[src/sv/ccio_pkg.sv]
// Shared types and constants for the coin and credit I/O controller.
// Used by ccio_core and coin_credit_io_controller_top; no dependencies.
package ccio_pkg;

  // Command bytes.
  localparam logic [7:0] CmdNop    = 8'h10;
  localparam logic [7:0] CmdPoll   = 8'h71;
  localparam logic [7:0] CmdStatus = 8'hb1;
  localparam logic [7:0] CmdSwitch = 8'ha1;
  localparam logic [7:0] CmdCredit = 8'he1;
  localparam logic [7:0] CmdNmi    = 8'h61;

  // Interrupt answer codes.
  localparam logic [1:0] IntNone = 2'd0;
  localparam logic [1:0] IntNmi  = 2'd1;
  localparam logic [1:0] IntMask = 2'd2;

  localparam logic [6:0] CreditMax   = 7'd99;
  localparam int unsigned FireBit    = 4;
  localparam logic [7:0] SwitchReply = 8'h80;
  localparam logic [7:0] PollTail    = 8'hff;

  typedef struct packed {
    logic [6:0] credit_count;
    logic       switch_mode;
    logic       coin_seen;
    logic       start_one_seen;
    logic       start_two_seen;
    logic       fire_held;
    logic       nmi_pending;
  } state_t;

  typedef struct packed {
    logic       func;
    logic [7:0] command;
    logic       coin_key;
    logic       start_one_key;
    logic       start_two_key;
    logic [7:0] player_buttons;
  } item_t;

  typedef struct packed {
    logic       reply_valid;
    logic [7:0] reply_first;
    logic [7:0] reply_second;
    logic [7:0] reply_third;
    logic       unknown_command;
    logic [1:0] interrupt_kind;
  } result_t;

  // Two BCD digits of a 7-bit value; tens by reciprocal multiply (exact for every 7-bit input).
  function automatic logic [7:0] to_bcd(input logic [6:0] v);
    logic [14:0] prod;
    logic [3:0]  tens;
    logic [6:0]  ones;
    begin
      prod = 15'(v) * 15'd205;
      tens = prod[14:11];
      ones = v - 7'(tens * 4'd10);
      to_bcd = 8'({tens, 4'b0000} + {1'b0, ones});
    end
  endfunction

endpackage

[src/sv/ccio_core.sv]
// Next-state and reply logic for one bus access of the I/O controller.
// Purely combinational; depends on ccio_pkg.
module ccio_core (
  input  ccio_pkg::item_t   item_i,
  input  ccio_pkg::state_t  state_i,
  input  logic              int1_enable_i,
  output ccio_pkg::state_t  state_o,
  output ccio_pkg::result_t result_o
);

  logic [6:0] credit_a;
  logic [6:0] credit_b;
  logic [6:0] credit_c;
  logic [7:0] buttons;

  // Poll chain: coin, then start one, then start two, on the running count.
  always_comb begin
    credit_a = state_i.credit_count;
    if (item_i.coin_key && !state_i.coin_seen && (state_i.credit_count < ccio_pkg::CreditMax)) begin
      credit_a = state_i.credit_count + 7'd1;
    end
    credit_b = credit_a;
    if (item_i.start_one_key && !state_i.start_one_seen && (credit_a >= 7'd1)) begin
      credit_b = credit_a - 7'd1;
    end
    credit_c = credit_b;
    if (item_i.start_two_key && !state_i.start_two_seen && (credit_b >= 7'd2)) begin
      credit_c = credit_b - 7'd2;
    end
    buttons = item_i.player_buttons;
    if (!item_i.player_buttons[ccio_pkg::FireBit] && state_i.fire_held) begin
      buttons[ccio_pkg::FireBit] = 1'b1;
    end
  end

  always_comb begin
    state_o  = state_i;
    result_o = '0;
    if (item_i.func) begin
      if (state_i.nmi_pending) begin
        state_o.nmi_pending     = 1'b0;
        result_o.interrupt_kind = ccio_pkg::IntNmi;
      end else if (int1_enable_i) begin
        result_o.interrupt_kind = ccio_pkg::IntMask;
      end else begin
        result_o.interrupt_kind = ccio_pkg::IntNone;
      end
    end else begin
      case (item_i.command)
        ccio_pkg::CmdNop: begin
        end
        ccio_pkg::CmdPoll: begin
          state_o.credit_count   = credit_c;
          state_o.coin_seen      = item_i.coin_key;
          state_o.start_one_seen = item_i.start_one_key;
          state_o.start_two_seen = item_i.start_two_key;
          state_o.fire_held      = !item_i.player_buttons[ccio_pkg::FireBit];
          result_o.reply_valid   = 1'b1;
          result_o.reply_first   = state_i.switch_mode ? ccio_pkg::SwitchReply
                                                       : ccio_pkg::to_bcd(credit_c);
          result_o.reply_second  = buttons;
          result_o.reply_third   = ccio_pkg::PollTail;
        end
        ccio_pkg::CmdStatus: begin
          state_o.credit_count = '0;
          result_o.reply_valid = 1'b1;
        end
        ccio_pkg::CmdSwitch: begin
          state_o.switch_mode = 1'b1;
        end
        ccio_pkg::CmdCredit: begin
          state_o.switch_mode = 1'b0;
        end
        ccio_pkg::CmdNmi: begin
          state_o.nmi_pending = 1'b1;
        end
        default: begin
          result_o.unknown_command = 1'b1;
        end
      endcase
    end
  end

endmodule

[src/sv/coin_credit_io_controller_top.sv]
// Top level of the coin and credit I/O controller.
// Depends on ccio_pkg and ccio_core.
//
// Usage:
//   Input channel (in_valid_i / in_stall_o) carries one bus access per transfer:
//   a command byte write (func_i = 0) or an interrupt poll (func_i = 1), with
//   the current switch levels and player port byte.
//   Output channel (out_valid_o / out_stall_i) returns exactly one result per
//   access, in order: reply bytes and flags for a command, the interrupt
//   answer for a poll.
//   An access is held in an input register, then the core logic updates the
//   credit state and loads the result register.
//   Throughput is one access per cycle while the receiver does not stall; the result
//   register frees up in the same cycle it is taken, so the two stages flow with no bubbles.
//   When the receiver stalls, hold the result; the input register then holds
//   too and in_stall_o rises only while that stage is full and blocked.
//   Reset clears credits, mode, edge detectors, NMI pending, int1_enable and
//   both stage valids. Write cfg_we_i / cfg_wdata_i only while idle.
module coin_credit_io_controller_top (
  input  logic       clk_i,
  input  logic       rst_ni,
  input  logic       cfg_we_i,
  input  logic       cfg_wdata_i,
  input  logic       in_valid_i,
  output logic       in_stall_o,
  input  logic       func_i,
  input  logic [7:0] command_i,
  input  logic       coin_key_i,
  input  logic       start_one_key_i,
  input  logic       start_two_key_i,
  input  logic [7:0] player_buttons_i,
  output logic       out_valid_o,
  input  logic       out_stall_i,
  output logic       reply_valid_o,
  output logic [7:0] reply_first_o,
  output logic [7:0] reply_second_o,
  output logic [7:0] reply_third_o,
  output logic       unknown_command_o,
  output logic [1:0] interrupt_kind_o
);

  logic               int1_enable_q;
  logic               s1_valid_q;
  ccio_pkg::item_t    s1_item_q;
  logic               s2_valid_q;
  ccio_pkg::result_t  s2_result_q;
  ccio_pkg::state_t   state_q;
  ccio_pkg::state_t   state_d;
  ccio_pkg::result_t  result_d;
  logic               s2_ready;
  logic               s1_ready;
  logic               s1_advance;

  // The result register accepts when empty or being drained this cycle.
  assign s2_ready   = !s2_valid_q || !out_stall_i;
  assign s1_advance = s1_valid_q && s2_ready;
  assign s1_ready   = !s1_valid_q || s2_ready;
  assign in_stall_o = !s1_ready;

  ccio_core u_core (
    .item_i        (s1_item_q),
    .state_i       (state_q),
    .int1_enable_i (int1_enable_q),
    .state_o       (state_d),
    .result_o      (result_d)
  );

  always_ff @(posedge clk_i or negedge rst_ni) begin
    if (!rst_ni) begin
      int1_enable_q <= 1'b0;
    end else if (cfg_we_i) begin
      int1_enable_q <= cfg_wdata_i;
    end
  end

  // Input stage: capture a transfer whenever the stage is free.
  always_ff @(posedge clk_i or negedge rst_ni) begin
    if (!rst_ni) begin
      s1_valid_q <= 1'b0;
    end else if (s1_ready) begin
      s1_valid_q <= in_valid_i;
    end
  end

  always_ff @(posedge clk_i) begin
    if (s1_ready && in_valid_i) begin
      s1_item_q.func           <= func_i;
      s1_item_q.command        <= command_i;
      s1_item_q.coin_key       <= coin_key_i;
      s1_item_q.start_one_key  <= start_one_key_i;
      s1_item_q.start_two_key  <= start_two_key_i;
      s1_item_q.player_buttons <= player_buttons_i;
    end
  end

  // Commit controller state only as the access moves to the result stage.
  always_ff @(posedge clk_i or negedge rst_ni) begin
    if (!rst_ni) begin
      state_q <= '0;
    end else if (s1_advance) begin
      state_q <= state_d;
    end
  end

  // Result stage: load on advance, drop valid once taken with nothing behind.
  always_ff @(posedge clk_i or negedge rst_ni) begin
    if (!rst_ni) begin
      s2_valid_q <= 1'b0;
    end else if (s2_ready) begin
      s2_valid_q <= s1_valid_q;
    end
  end

  always_ff @(posedge clk_i) begin
    if (s1_advance) begin
      s2_result_q <= result_d;
    end
  end

  assign out_valid_o       = s2_valid_q;
  assign reply_valid_o     = s2_result_q.reply_valid;
  assign reply_first_o     = s2_result_q.reply_first;
  assign reply_second_o    = s2_result_q.reply_second;
  assign reply_third_o     = s2_result_q.reply_third;
  assign unknown_command_o = s2_result_q.unknown_command;
  assign interrupt_kind_o  = s2_result_q.interrupt_kind;

endmodule

[config.mk]
export PLATFORM = sky130hd
export DESIGN_NAME = coin_credit_io_controller_top
export DESIGN_NICKNAME = d
export VERILOG_FILES = /design/src/sv/ccio_pkg.sv /design/src/sv/ccio_core.sv /design/src/sv/coin_credit_io_controller_top.sv
export SDC_FILE = /design/constraint.sdc
export NUM_CORES = 1
export LEC_CHECK = 0
export ABC_CLOCK_PERIOD_IN_PS = 29000
export BUFFER_PORTS_ARGS = -buffer_cell sky130_fd_sc_hd__buf_2
export CAP_MARGIN = 15
export CORE_MARGIN = 2
export CORE_UTILIZATION = 43
export CTS_CLUSTER_SIZE = 30
export DETAILED_ROUTE_END_ITERATION = 16
export HOLD_SLACK_MARGIN = 0.08
export PLACE_DENSITY = 0.64
export REMOVE_ABC_BUFFERS = 1
export SLEW_MARGIN = 10
export SYNTH_ARGS = -nofsm -noshare
export SYNTH_HDL_FRONTEND = slang
export SYNTH_SLANG_ARGS = --single-unit
[constraint.sdc]
create_clock -name clk_i -period 29 [get_ports clk_i]
set_input_delay 4.35 -clock clk_i [delete_from_list [all_inputs] [get_ports clk_i]]
set_output_delay 4.35 -clock clk_i [all_outputs]
set_load 0.1 [all_outputs]
==> results.ini <==
[timing]
finalHoldViolations = 0
slew_headroom_pct = 36.4
min_period_over_period_pct = 37.1
setup_viol = 0
post-route-min-period_ns = 10.77
setup_ws_ns = 18.23
max_clock_freq_mhz = 92.8
tightest_slew_ns = 0.953
rsz0062_at_grt = no
tns_ns = 0
skew_ns = 0.00653
slew_violations = 0

[status]
status = complete, no violations

[clock_network]
clk_latency_ns = 0.33
cts_resized = 0
postCtsSetupBuffers = 0
h-tree-depth = 3
path_clk_slew_ns = 0.06
numCtsBuffers = 9
cts.sink_count = 57
cts_root_buf = clkbuf_8
cts_hold_buf = 0
clockBufferDepth = 2
cts_tree = built

[critical_path]
worstSetupStartpointType = flip-flop
worstPathMaxFanout = 11
cpPeakStageDelay_ns = 0.70
slowest_stage = xor2_1
cp_common_cell = ha_1
worstSetupPathType = flip-flop to flip-flop
ff2ff_setup_slack_ns = 18.23
reg2regPathDepth = 41
crit_required_ns = 29.07
arrival_ns = 10.85
endpoint_kind = flip-flop
reg2reg_from = s1_item_q[10]$_DFFE_PP_
regToRegEndpoint = reply_first_o[7]$_SDFFCE_PP0P_

[final_layout]
final_net_count = 562
area_growth_pct = 11.6
drive_gt1_share_pct = 19.5
final_cell_mix = buf_2 (55), ha_1 (45), edfxtp_1 (41)
diodes = 0
finalNonFillerCells = 622
design_area_um2 = 4970
fillers = 957
final_common_cell = buf_2

[logic_synthesis]
synthArstFlopShare_pct = 28.1
yosysWarnings = 0
synth-seq-cells = 57
synth_area_um2 = 4450
synth.distinct_cells = 72
synth_edf_count = 41
synth.avg_cell_area_um2 = 10.3
synth.yosys.seq_area_share_pct = 36.6
ys.flop_type = edfxtp_1
synth_cells = 433

[worst_hold_path]
holdPathEnd = state_q[1]$_DFFE_PN0P_
hold_depth = 1
hp-class = flip-flop to flip-flop
hold_start = s1_item_q[4]$_DFFE_PP_

[pwr]
ir_drop_mv = 0.128
p_leak_nw = 2.22
clkPwrFrac_pct = 14.0
p_comb_share_pct = 65.6
fin_total_pwr_mw = 0.468
p_seq_share_pct = 20.4
switchingPower_mw = 0.214
power.internal_mw = 0.254
swShare_pct = 45.8
power_density_nw_per_um2 = 94.2

[drt]
ant_nets = 0
vias = 3329
drt_iter0_drc = 160
wl_mm = 9.23
wl_per_cell_um = 14.8
drc = 0
dr.pass1.iters = 4
via_per_inst = 5.35

[floorplanning]
ios = 56
placementRows = 37
dieArea_um2 = 11200
core_area_um2 = 10200
die_w_um = 106
die_h_um = 106
start_util_pct = 43.7

[placement]
pre_cts_ws_ns = 18.32
dp.cells = 607
port_buffers = 55
placedInstanceArea_um2 = 4800
dp_hpwl_mm = 7.34
place.gp.congestion = 0.825

[global_route]
antenna_found_initial = 1
grt_pass1_vias = 3363
grt_overflow = 0
grt_usage_pct = 17.9
grt_max_degree = 27
grt_pass1_wl_mm = 16.1

[run]
drv_cap = 0

[Yosys cell counts (7+ instances only)]
cell / count / area [um^2]
ha_1: 45 / 563
edfxtp_1: 41 / 1230
nand2_1: 39 / 146
inv_1: 37 / 139
nor2_1: 18 / 67.6
o21ai_0: 17 / 85.1
a21oi_1: 16 / 80.1
dfrtp_1: 16 / 400
and2_1: 14 / 87.6
nand3_1: 14 / 70.1
xnor2_1: 14 / 123
a31oi_1: 9 / 56.3
fa_1: 9 / 180
nand2b_1: 9 / 56.3
nand4_1: 8 / 50.1
nor3_1: 8 / 40.0
buf_4: 7 / 52.6
nor2b_1: 7 / 43.8
[cells by family (layout without fill, tap and decap cells)]
logic type | count (synthesis) | after routing | synth area share, %
flops | 57 | 57 | 36.6
compound gates | 85 | 85 | 14.6
fa+ha+maj | 54 | 54 | 16.7
buf+inv | 56 | 109 | 5.90
mux | 6 | 6 | 1.55
xor+xnor | 22 | 22 | 4.80
simple gates | 153 | 153 | 19.9
[layout make-up]
class                      instances  area (um^2)  share of cell area (%)
sequential                        57         1630                    32.8
clock buffer                       9          124                    2.49
timing repair buffer              57          290                    5.84
inverter                          37          139                    2.79
multi-input combinational        320         2560                    51.6
clock inverter                     6         50.0                    1.01
tap                              136          170                    3.42
[worst max-delay path: cells and delay by family, from the launching register on]
kind                       cells  cell delay (ns)
buffers and inverters          2             0.18
muxes                          1             0.40
AOI/OAI and AO/OA             14             2.96
DFF                            1             0.39
xor gates and xnor gates       2             0.85
and+or+nand+nor               11             2.10
adders and majority gates     11             3.63
[metrics by stage]
stage	utilization (%)	hold slack [ns]
floorplan	-	0.442
global placement	47.1	0.460
detailed placement	47.1	0.469
CTS	48.8	0.483
global route	48.8	0.514
finish	48.8	0.488
[power by group through the flow]
stage | Sequential [mW] | Combinational [mW] | Clock, mW
floorplan | 0.115 | 0.226 | 0
global placement | 0.0968 | 0.301 | 0
detailed placement | 0.0970 | 0.308 | 0
CTS | 0.0954 | 0.310 | 0.0676
global route | 0.0960 | 0.354 | 0.0709
finish | 0.0954 | 0.307 | 0.0654
[how the worst max path moves through the flow]
stage	from	to	slack [ns]	depth (start not counted)
after detailed placement	s1_item_q[10]$_DFFE_PP_	reply_first_o[7]$_SDFFCE_PP0P_	18.32	41
final	s1_item_q[10]$_DFFE_PP_	reply_first_o[7]$_SDFFCE_PP0P_	18.23	41
after CTS	s1_item_q[10]$_DFFE_PP_	reply_first_o[7]$_SDFFCE_PP0P_	18.30	41
after floorplan	s1_item_q[10]$_DFFE_PP_	reply_first_o[7]$_SDFFCE_PP0P_	19.34	42
after global placement	s1_item_q[10]$_DFFE_PP_	reply_first_o[7]$_SDFFCE_PP0P_	18.61	41
after global routing	s1_item_q[10]$_DFFE_PP_	reply_first_o[7]$_SDFFCE_PP0P_	17.48	43
[sequential cells by signal, indices dropped and copies added, names as in the netlist]
name               count
int1_enable_q          1
interrupt_kind_o       2
out_valid_o            1
reply_first_o          8
reply_second_o         8
reply_third_o          1
reply_valid_o          1
s1_item_q             20
s1_valid_q             1
state_q               13
unknown_command_o      1
[layer usage]
layer  GRT usage [%]  routed length [um]
met1            23.6                4340
met2            29.8                4340
met3            5.07                 513
met4            3.01                  43
met5               0                   0
No activity file was read; power rests on OpenSTA's default activity.
